## src/sv/rr96_pkg.sv

```systemverilog
`default_nettype none

package rr96_pkg;

   // operand width in bits, a multiple of CELL_W, from 65 to 128
   localparam int OPERAND_WIDTH = 96;

   // fixed field widths of the request and the response
   localparam int LO_W = 64;
   localparam int HI_W = 32;

   // bits held by one cell of the chain
   localparam int CELL_W = 8;
   localparam int NUM_CELLS = OPERAND_WIDTH / CELL_W;

   // step counter
   localparam int CNT_W = $clog2(OPERAND_WIDTH);

   typedef enum logic [1:0] {
      ST_IDLE,
      ST_RUN,
      ST_FINISH
   } state_type;

   // data passed from one cell to the next higher one
   typedef struct packed {
      logic rem_bit;
      logic dvd_bit;
      logic borrow;
   } link_type;

   // control broadcast to all cells
   typedef struct packed {
      logic load;
      logic step;
      logic ge;
   } cell_ctl_type;

endpackage

`default_nettype wire

```

## src/sv/rr96_req_if.sv

```systemverilog
`default_nettype none

interface rr96_req_if
   import rr96_pkg::*;
();
   logic            valid;
   logic            ready;
   logic [LO_W-1:0] dividend_lo;
   logic [HI_W-1:0] dividend_hi;
   logic [LO_W-1:0] divisor_lo;
   logic [HI_W-1:0] divisor_hi;

   modport source (
      output valid, dividend_lo, dividend_hi, divisor_lo, divisor_hi,
      input  ready
   );

   modport sink (
      input  valid, dividend_lo, dividend_hi, divisor_lo, divisor_hi,
      output ready
   );
endinterface

`default_nettype wire

```

## src/sv/rr96_rsp_if.sv

```systemverilog
`default_nettype none

interface rr96_rsp_if
   import rr96_pkg::*;
();
   logic            valid;
   logic            ready;
   logic [LO_W-1:0] remainder_lo;
   logic [HI_W-1:0] remainder_hi;
   logic            div_by_zero;

   modport source (
      output valid, remainder_lo, remainder_hi, div_by_zero,
      input  ready
   );

   modport sink (
      input  valid, remainder_lo, remainder_hi, div_by_zero,
      output ready
   );
endinterface

`default_nettype wire

```

## src/sv/rr96_cell.sv

```systemverilog
`default_nettype none

module rr96_cell
   import rr96_pkg::*;
(
   input  wire logic              clock,
   input  wire cell_ctl_type      ctl,
   input  wire logic [CELL_W-1:0] load_dividend,
   input  wire logic [CELL_W-1:0] load_divisor,
   input  wire link_type          link_in,
   output link_type               link_out,
   output logic [CELL_W-1:0]      rem_out
);

   logic [CELL_W-1:0] rem_ff, rem_in;
   logic [CELL_W-1:0] dvd_ff, dvd_in;
   logic [CELL_W-1:0] dsr_ff, dsr_in;
   logic [CELL_W-1:0] shifted;
   logic [CELL_W:0]   diff;

   // slice of the shifted partial remainder and its trial difference
   always_comb begin
      shifted = {rem_ff[CELL_W-2:0], link_in.rem_bit};
      diff = {1'b0, shifted} - {1'b0, dsr_ff} - {{CELL_W{1'b0}}, link_in.borrow};
   end

   // outgoing link to the next higher cell
   always_comb begin
      link_out.rem_bit = rem_ff[CELL_W-1];
      link_out.dvd_bit = dvd_ff[CELL_W-1];
      link_out.borrow  = diff[CELL_W];
   end

   assign rem_out = rem_ff;

   // next slice state
   always_comb begin
      rem_in = rem_ff;
      dvd_in = dvd_ff;
      dsr_in = dsr_ff;
      if (ctl.load) begin
         rem_in = '0;
         dvd_in = load_dividend;
         dsr_in = load_divisor;
      end else if (ctl.step) begin
         dvd_in = {dvd_ff[CELL_W-2:0], link_in.dvd_bit};
         rem_in = ctl.ge ? diff[CELL_W-1:0] : shifted;
      end
   end

   always_ff @(posedge clock) begin
      rem_ff <= rem_in;
      dvd_ff <= dvd_in;
      dsr_ff <= dsr_in;
   end

endmodule

`default_nettype wire

```

## src/sv/restoring_remainder_96.sv

```systemverilog
// operation: a request with a nonzero divisor runs 96 shift-subtract steps in the cell chain
// after acceptance, then one output load into the response register; a zero divisor skips the steps
// a new request is accepted only in idle, after the response of the last one has been loaded;
// that load waits while a held response has not been taken
// reset: synchronous, active high; clears the control state and the response valid
`default_nettype none

module restoring_remainder_96
   import rr96_pkg::*;
(
   input  wire logic clock,
   input  wire logic reset,
   rr96_req_if.sink  req_chan,
   rr96_rsp_if.source rsp_chan
);

   localparam int WIDE_W = 2 * LO_W;

   state_type state_ff, state_in;
   logic [CNT_W-1:0] count_ff, count_in;
   logic dbz_ff, dbz_in;
   logic rsp_valid_ff, rsp_valid_in;
   logic [LO_W-1:0] rsp_lo_ff, rsp_lo_in;
   logic [HI_W-1:0] rsp_hi_ff, rsp_hi_in;
   logic rsp_dbz_ff, rsp_dbz_in;

   logic [WIDE_W-1:0] dividend_wide, divisor_wide, rem_wide;
   logic [OPERAND_WIDTH-1:0] dividend, divisor, rem;
   logic divisor_zero;
   logic out_free;
   logic out_load;
   logic last_step;
   cell_ctl_type ctl;
   link_type link [NUM_CELLS+1];

   // operands at the configured width
   always_comb begin
      dividend_wide = WIDE_W'({req_chan.dividend_hi, req_chan.dividend_lo});
      divisor_wide  = WIDE_W'({req_chan.divisor_hi, req_chan.divisor_lo});
      dividend      = dividend_wide[OPERAND_WIDTH-1:0];
      divisor       = divisor_wide[OPERAND_WIDTH-1:0];
      divisor_zero  = (divisor == '0);
   end

   // chain of remainder cells, low slice first
   assign link[0] = '{rem_bit: link[NUM_CELLS].dvd_bit, dvd_bit: 1'b0, borrow: 1'b0};

   for (genvar k = 0; k < NUM_CELLS; k++) begin : g_cell
      rr96_cell u_cell (
         .clock         (clock),
         .ctl           (ctl),
         .load_dividend (dividend[k*CELL_W +: CELL_W]),
         .load_divisor  (divisor[k*CELL_W +: CELL_W]),
         .link_in       (link[k]),
         .link_out      (link[k+1]),
         .rem_out       (rem[k*CELL_W +: CELL_W])
      );
   end

   assign out_free  = !rsp_valid_ff || rsp_chan.ready;
   assign last_step = (count_ff == CNT_W'(OPERAND_WIDTH - 1));

   // next state
   always_comb begin
      state_in = state_ff;
      case (state_ff)
         ST_IDLE: begin
            if (req_chan.valid) begin
               state_in = divisor_zero ? ST_FINISH : ST_RUN;
            end
         end
         ST_RUN: begin
            if (last_step) begin
               state_in = ST_FINISH;
            end
         end
         ST_FINISH: begin
            if (out_free) begin
               state_in = ST_IDLE;
            end
         end
         default: begin
            state_in = ST_IDLE;
         end
      endcase
   end

   // control outputs
   always_comb begin
      req_chan.ready = 1'b0;
      ctl.load       = 1'b0;
      ctl.step       = 1'b0;
      out_load       = 1'b0;
      case (state_ff)
         ST_IDLE: begin
            req_chan.ready = 1'b1;
            ctl.load       = req_chan.valid;
         end
         ST_RUN: begin
            ctl.step = 1'b1;
         end
         ST_FINISH: begin
            out_load = out_free;
         end
         default: begin
            req_chan.ready = 1'b0;
         end
      endcase
      // subtract when the shifted remainder carries out or no borrow leaves the top
      ctl.ge = link[NUM_CELLS].rem_bit || !link[NUM_CELLS].borrow;
   end

   // step counter and divide-by-zero flag
   always_comb begin
      count_in = count_ff;
      dbz_in   = dbz_ff;
      if (ctl.load) begin
         count_in = '0;
         dbz_in   = divisor_zero;
      end else if (ctl.step) begin
         count_in = count_ff + 1'b1;
      end
   end

   // response register
   always_comb begin
      rem_wide     = WIDE_W'(rem);
      rsp_valid_in = rsp_valid_ff;
      rsp_lo_in    = rsp_lo_ff;
      rsp_hi_in    = rsp_hi_ff;
      rsp_dbz_in   = rsp_dbz_ff;
      if (out_load) begin
         rsp_valid_in = 1'b1;
         rsp_lo_in    = dbz_ff ? '0 : rem_wide[LO_W-1:0];
         rsp_hi_in    = dbz_ff ? '0 : rem_wide[LO_W +: HI_W];
         rsp_dbz_in   = dbz_ff;
      end else if (rsp_chan.ready) begin
         rsp_valid_in = 1'b0;
      end
   end

   always_ff @(posedge clock) begin
      if (reset) begin
         state_ff     <= ST_IDLE;
         count_ff     <= '0;
         dbz_ff       <= 1'b0;
         rsp_valid_ff <= 1'b0;
      end else begin
         state_ff     <= state_in;
         count_ff     <= count_in;
         dbz_ff       <= dbz_in;
         rsp_valid_ff <= rsp_valid_in;
      end
   end

   always_ff @(posedge clock) begin
      rsp_lo_ff  <= rsp_lo_in;
      rsp_hi_ff  <= rsp_hi_in;
      rsp_dbz_ff <= rsp_dbz_in;
   end

   assign rsp_chan.valid        = rsp_valid_ff;
   assign rsp_chan.remainder_lo = rsp_lo_ff;
   assign rsp_chan.remainder_hi = rsp_hi_ff;
   assign rsp_chan.div_by_zero  = rsp_dbz_ff;

endmodule

`default_nettype wire
```

## src/flat_wrapper.sv

```systemverilog
// flat-port wrapper written by rule: the top's interface ports become plain ports
module restoring_remainder_96_flat import rr96_pkg::*;
  (clock, reset, req_chan_valid, req_chan_dividend_lo, req_chan_dividend_hi, req_chan_divisor_lo, req_chan_divisor_hi, req_chan_ready, rsp_chan_valid, rsp_chan_remainder_lo, rsp_chan_remainder_hi, rsp_chan_div_by_zero, rsp_chan_ready);
  rr96_req_if req_chan_i ();
  rr96_rsp_if rsp_chan_i ();
  input  wire logic clock;
  input  wire logic reset;
  input wire logic [$bits(req_chan_i.valid)-1:0] req_chan_valid;
  input wire logic [$bits(req_chan_i.dividend_lo)-1:0] req_chan_dividend_lo;
  input wire logic [$bits(req_chan_i.dividend_hi)-1:0] req_chan_dividend_hi;
  input wire logic [$bits(req_chan_i.divisor_lo)-1:0] req_chan_divisor_lo;
  input wire logic [$bits(req_chan_i.divisor_hi)-1:0] req_chan_divisor_hi;
  output wire logic [$bits(req_chan_i.ready)-1:0] req_chan_ready;
  output wire logic [$bits(rsp_chan_i.valid)-1:0] rsp_chan_valid;
  output wire logic [$bits(rsp_chan_i.remainder_lo)-1:0] rsp_chan_remainder_lo;
  output wire logic [$bits(rsp_chan_i.remainder_hi)-1:0] rsp_chan_remainder_hi;
  output wire logic [$bits(rsp_chan_i.div_by_zero)-1:0] rsp_chan_div_by_zero;
  input wire logic [$bits(rsp_chan_i.ready)-1:0] rsp_chan_ready;
  assign req_chan_i.valid = req_chan_valid;
  assign req_chan_i.dividend_lo = req_chan_dividend_lo;
  assign req_chan_i.dividend_hi = req_chan_dividend_hi;
  assign req_chan_i.divisor_lo = req_chan_divisor_lo;
  assign req_chan_i.divisor_hi = req_chan_divisor_hi;
  assign req_chan_ready = req_chan_i.ready;
  assign rsp_chan_valid = rsp_chan_i.valid;
  assign rsp_chan_remainder_lo = rsp_chan_i.remainder_lo;
  assign rsp_chan_remainder_hi = rsp_chan_i.remainder_hi;
  assign rsp_chan_div_by_zero = rsp_chan_i.div_by_zero;
  assign rsp_chan_i.ready = rsp_chan_ready;
  restoring_remainder_96 u_core (.clock(clock), .reset(reset), .req_chan(req_chan_i), .rsp_chan(rsp_chan_i));
endmodule
```

## config.mk

```make
export PLATFORM = sky130hd
export DESIGN_NAME = restoring_remainder_96_flat
export DESIGN_NICKNAME = d
export VERILOG_FILES = /design/src/sv/rr96_pkg.sv /design/src/sv/rr96_req_if.sv /design/src/sv/rr96_rsp_if.sv /design/src/sv/rr96_cell.sv /design/src/sv/restoring_remainder_96.sv /design/src/flat_wrapper.sv
export SDC_FILE = /design/constraint.sdc
export NUM_CORES = 1
export LEC_CHECK = 0
export ABC_AREA = 1
export BUFFER_PORTS_ARGS = -buffer_cell sky130_fd_sc_hd__buf_2
export CORE_MARGIN = 1
export CORE_UTILIZATION = 58
export DETAILED_ROUTE_END_ITERATION = 7
export PLACE_DENSITY = 0.78
export REMOVE_ABC_BUFFERS = 1
export SYNTH_ARGS = -nofsm -noshare
export SYNTH_HDL_FRONTEND = slang
export SYNTH_SLANG_ARGS = --single-unit
```

## constraint.sdc

```tcl
create_clock -name clock -period 18.5 [get_ports clock]
set_clock_uncertainty 0.15 [all_clocks]
set_input_delay 2.775 -clock clock [delete_from_list [all_inputs] [get_ports clock]]
set_output_delay 2.775 -clock clock [all_outputs]
set_load 0.005 [all_outputs]
```

# [Word-level counts from Yosys, hierarchy flattened]
# Cells that the tools add are included.
[op_classes] add_sub_neg=24 eq_ne=6 mux=47 reduce_logical=10
[ops] cell="2-to-1 mux 8 bit" n=36
[ops] cell="subtractor 8 x 8 -> 9 bit" n=12
[ops] cell="subtractor 9 x 1 -> 9 bit" n=11
[ops] cell="zero test 96 bit" n=1
[ops] cell="2-to-1 mux 2 bit" n=4
[ops] cell="adder 7 x 1 -> 7 bit, second input constant" n=1
[ops] cell="equality test 7 bit, second input constant" n=1
[ops] cell="2-to-1 mux 1 bit" n=6
[ops] cell="case mux 2 bit (3 select lines)" n=1
[ops] cell="inequality test 2 x 1 -> 1 bit, second input constant" n=2
[ops] cell="nonzero test 2 bit" n=2
[ops] cell="AND reduction 3 bit" n=1
[ops] cell="equality test 2 x 1 -> 1 bit, second input constant" n=1
[ops] cell="equality test 2 bit, second input constant" n=1
[ops] cell="zero test 1 bit" n=2
[ops] cell="zero test 2 bit" n=1
[ops] cell="logical OR 1 bit" n=2
[ops] cell="inequality test 2 bit, second input constant" n=1
[ops] cell="OR reduction 2 bit" n=1
[totals] ff_bits=396 in_bits=196

# [Longest topological paths before layout]
[depth] word_depth=15 mapped_depth=96 depth_no_buf=94

# [Cells and area by module]
# From an unflattened synthesis, not the netlist that was laid out.
[unflattened] cells_unflattened=2584 hier_area_um2=22182.5
[by_module_without_submodules] module="rr96_cell at u_core.g_cell[0].u_cell ..." instances=6 cells_per_inst=179 area_per_inst_um2=1482.7 seq_area_each_um2=640.6
[by_module_without_submodules] module="rr96_cell at u_core.g_cell[4].u_cell ..." instances=6 cells_per_inst=174 area_per_inst_um2=1456.4 seq_area_each_um2=640.6
[by_module_without_submodules] module="restoring_remainder_96" instances=1 cells_per_inst=466 area_per_inst_um2=4548.1 seq_area_each_um2=3133.0

# [Worst setup path after synthesis]
# OpenSTA, ideal clock, no wires.
[synth_timing] kind="register to register" startpoint="register u_core.g_cell[11].u_cell.dvd_ff[7]" endpoint="register u_core.g_cell[5].u_cell.rem_ff[5]" setup_time_ns=0.114 t_arrival_ns=16.581 required_ns=18.236 setup_slack_ns=1.655 path_stages_with_launch=94 n_path_buf=2 cell_sequence="edfxtp_1 > inv_1 > ha_1 > fa_1 > o21ai_0 > nand2_1 > nand2_1 > a21oi_1 > o21bai_1 > fa_1 > ha_1 > nor2_1 > inv_1 > fa_1 > nor2_1 > o21bai_1 > nand4_1 > nand3_1 > [... 58 more ...] > fa_1 > nand2_1 > a21o_1 > nand4_1 > o211ai_1 > xnor2_1 > fa_1 > fa_1 > nand2_1 > nand2_1 > nand2_1 > nand2_1 > nand3_2 > buf_2 > buf_2 > nand4_1 > nand3_1 > nand2_1"
[synth_via] elab_chain_len=15
[synth_lines] element="from (decl)" line_no="rr96_cell.sv:16" text="logic [CELL_W-1:0] dvd_ff, dvd_in;"
[synth_lines] element="from (signal assigned)" line_no="rr96_cell.sv:53" text="dvd_ff <= dvd_in;"
[synth_lines] element="subtractor 8 x 8 -> 9 bit *" line_no="rr96_cell.sv:24" text="diff = {1'b0, shifted} - {1'b0, dsr_ff} - {{CELL_W{1'b0}}, link_in.borrow};"
[synth_lines] element="subtractor 9 x 1 -> 9 bit * (5 in series)" line_no="rr96_cell.sv:24"
[synth_lines] element="subtractor 9 x 1 -> 9 bit (6 in series)" line_no="rr96_cell.sv:24"
[synth_lines] element="zero test 1 bit" line_no="restoring_remainder_96.sv:110" text="ctl.ge = link[NUM_CELLS].rem_bit || !link[NUM_CELLS].borrow;"
[synth_lines] element="logical OR 1 bit" line_no="restoring_remainder_96.sv:110"
[synth_lines] element="2-to-1 mux 8 bit *" line_no="rr96_cell.sv:47" text="rem_in = ctl.ge ? diff[CELL_W-1:0] : shifted;"
[synth_lines] element="to (signal assigned)" line_no="rr96_cell.sv:52" text="rem_ff <= rem_in;"
[synth_lines] element="to (decl)" line_no="rr96_cell.sv:15" text="logic [CELL_W-1:0] rem_ff, rem_in;"
# Every way passes the cells marked *; elsewhere a longest branch is shown, timed or not.
# A chain may end at the register's enable or synchronous reset.

# [Final worst setup path]
[layout_timing] startpoint="register u_core.g_cell[11].u_cell.dvd_ff[7]" endpoint="register u_core.g_cell[9].u_cell.rem_ff[1]"
[layout_via] elab_chain_len=15
[layout_lines] element="subtractor 8 x 8 -> 9 bit *" line_no="rr96_cell.sv:24"
[layout_lines] element="subtractor 9 x 1 -> 9 bit * (9 in series)" line_no="rr96_cell.sv:24"
[layout_lines] element="subtractor 9 x 1 -> 9 bit (2 in series)" line_no="rr96_cell.sv:24"
[layout_lines] element="zero test 1 bit" line_no="restoring_remainder_96.sv:110"
[layout_lines] element="logical OR 1 bit" line_no="restoring_remainder_96.sv:110"
[layout_lines] element="2-to-1 mux 8 bit *" line_no="rr96_cell.sv:47"
[layout_lines] element="to (signal assigned)" line_no="rr96_cell.sv:52"
[layout_lines] element="to (decl)" line_no="rr96_cell.sv:15"
# Marks and branches as above.

==> out/metrics.yaml <==
status: "completed"
yosys.cell_count.top_type: "sky130_fd_sc_hd__nand2_1"
finalWorstPathRequiredPeriod_ns: 17.39
maxCapViolCount: 0
grt_usage: 0.264
die-height_um: 195
critPathBufInv: 4
remaining_drc_errors: 0
clock_path_buffers: 3
post_synth_instance_area_um2: 21500
synth.area.top_cells: "sky130_fd_sc_hd__edfxtp_1, sky130_fd_sc_hd__nand2_1, sky130_fd_sc_hd__dfxtp_1"
detailedRoute.firstPassIterationCount: 8
crit_path_end_kind: "flip-flop"
critPathSlowestCell: "sky130_fd_sc_hd__fa_1"
clk_latency_ns: 0.56
clock_sink_count: 396
grt_pass1_vias: 16828
final_setup_violating_endpoints: 0
cp_common_cell: "sky130_fd_sc_hd__fa_2"
fp-row-count: 70
ant_nets: 0
synth.distinct_cells: 29
critical_path_required_ns: 18.79
die_area_um2: 37900
cp_num_cells: 95
clkTransAtPathRegs_ns: 0.06
finalSetupTns_ns: 0
worst_hold_path_type: "flip-flop to flip-flop"
worst_slew_pin_slew_ns: 1.23
portBuffers: 294
detailroute.via_count: 17159
power.ir.vdd_worst_uv: 114
post_synth_top_area_cell: "sky130_fd_sc_hd__edfxtp_1"
syn-mean-instance-area_um2: 8.73
first_pass_grt_wire_length_um: 81000
worst-r2r-cell-count: 95
cp-start-kind: "flip-flop"
tritoncts: "done"
gp_congestion: 0.910
critical_path_class: "flip-flop to flip-flop"
yosys.area.top_type_share: 0.403
top_cell_types_by_occurrence_after_synthesis: "sky130_fd_sc_hd__nand2_1, sky130_fd_sc_hd__inv_1, sky130_fd_sc_hd__edfxtp_1"
gr-total-overflow: 0
antenna_found_initial: 5
static-leakage-power_nw: 12.2
worst_slew_margin_rel: 0.181
synth_flop_cell: "sky130_fd_sc_hd__edfxtp_1"
clk_root_buffer_cell: "sky130_fd_sc_hd__clkbuf_16"
totalWireLength_um: 50300
core-area_um2: 36500
timing.hold.ws_ns: 0.301
synth-warning-count: 0
initial_utilization: 0.589
powerDensity_nw_per_um2: 182
drt_iter0_markers: 999
finalMaxSlewViolations: 0
drive_gt1_frac: 0.151
worstHoldPathCells: 2
die-width_um: 195
cp_data_arrival_time_ns: 17.68
place.detailed.hpwl_um: 33000
timing.fmax_mhz: 57.5
crit_path_max_incr_delay_ns: 0.44
crit_path_max_fanout: 16
asyncSetResetFlopFracSynth: 0
syn_inst: 2465
fin_total_pwr_mw: 4.54
maximum_number_of_pins_on_one_net_before_global_route_repair: 107
post_drt_wl_per_cell_um: 15.5
seq_area_frac_synth: 0.503
layout-area-overhead-vs-synth_pct: 16.0
layout.core_utilization: 0.683
final-hold-violation-count: 0
nets: 3119
edff_count_synth: 289
routed_via_density: 5.29
number_of_buffers_created_by_cts: 43
crit_family: "adder cells"
ys_ff_latch: 396
io_pins: 295
clock_tree.htree_level_count: 2
post-route-period-util: 0.940
fillerInstances: 2818
worst paths after layout:
kind / start / to / slack [ns]
hold reg to reg: u_core.g_cell[10].u_cell.rem_out[5] / u_core.g_cell[10].u_cell.rem_out[5] / 0.30
hold / removal: u_core.g_cell[10].u_cell.rem_out[5] / u_core.g_cell[10].u_cell.rem_out[5] / 0.30
setup reg to reg: u_core.g_cell[11].u_cell.dvd_ff[7] / u_core.g_cell[9].u_cell.rem_out[1] / 1.11
setup / recovery: u_core.g_cell[11].u_cell.dvd_ff[7] / u_core.g_cell[9].u_cell.rem_out[1] / 1.11
worst min-delay path, cell delays in order, from the launching register on:
cell                      delay, ns
sky130_fd_sc_hd__dfxtp_1       0.31
sky130_fd_sc_hd__nand2_1       0.06
sky130_fd_sc_hd__nand2_1       0.04
logic make-up (layout without fill, tap and decap cells):
kind of cell / after synthesis / in the layout / synth area share
buffers and inverters: 420 / 726 / 0.0775
and+or+nand+nor: 1322 / 1322 / 0.257
adders and majority gates: 186 / 186 / 0.116
DFF: 396 / 396 / 0.503
xor gates and xnor gates: 59 / 59 / 0.0240
other: 0 / 2 / 0
AOI/OAI and AO/OA: 82 / 82 / 0.0229
state kept, by name, indices dropped and copies added, names as in the netlist:
register                      flops
u_core.g_cell.u_cell.dvd_ff      96
u_core.dbz_ff                     1
u_core.rsp_chan.div_by_zero       1
u_core.g_cell.u_cell.rem_out     96
u_core.g_cell.u_cell.dsr_ff      96
u_core.rsp_chan.remainder_lo     64
u_core.count_ff                   7
u_core.rsp_chan.valid             1
u_core.rsp_chan.remainder_hi     32
u_core.state_ff                   2
layout make-up:
cell class,count,area (um2),area share
clock inverters,19,119,0.00476
flip-flops and latches,396,10800,0.434
diodes,2,5.00,0.000201
well taps,468,586,0.0235
clock buffers,60,1270,0.0510
inverters,327,1240,0.0495
multi-input cells,1649,9130,0.366
repair buffers,320,1790,0.0716
per-stage QoR:
| step | instances | cell area, um2 | setup WS, ns |
|---|---|---|---|
| global placement | 3150 | 23400 | 0.443 |
| finish | 3241 | 25000 | 1.11 |
| detailed placement | 3150 | 23400 | -0.110 |
| CTS | 3231 | 24800 | 0.0188 |
| floorplan | 2372 | 21100 | -0.0904 |
| global route | 3239 | 25000 | -0.0459 |
layer usage:
layer,wire length [um],up-vias,share of wire,track usage
met4,1480,8,0.029,0.105
li1,-,8519,-,-
met5,42,-,0.00083,0
met3,3980,91,0.079,0.0543
met1,20400,7902,0.41,0.327
met2,24400,639,0.48,0.451
report_power, final:
part	total (mW)	internal [mW]	switching, mW	leakage (nW)
Sequential	1.29	1.19	0.0957	3.66
Clock	0.845	0.493	0.351	0.684
Combinational	2.41	0.973	1.44	7.84
cell usage in the layout, fill, tap and decap left out, drive strengths merged:
master,count
a21o,21
a21oi,33
buf,318
bufinv,1
clkbuf,62
clkinv,19
clkinvlp,2
dfxtp,107
diode,2
edfxtp,289
fa,23
ha,163
inv,324
nand2,851
nand3,116
nand3b,35
nand4,107
nor2,211
nor3b,1
o211ai,9
o21a,1
o21ai,16
o21bai,2
or2,1
xnor2,47
xor2,12
repair_timing:
item | in CTS | in global routing
gates cloned | 0 | 2
resized for setup | 2 | 27
pin swaps | 1 | 5
endpoints found under the setup margin | 96 | 96
hold buffers | 0 | 0
setup buffers | 2 | 6
Note: power is estimated with default switching activity, not from simulation.
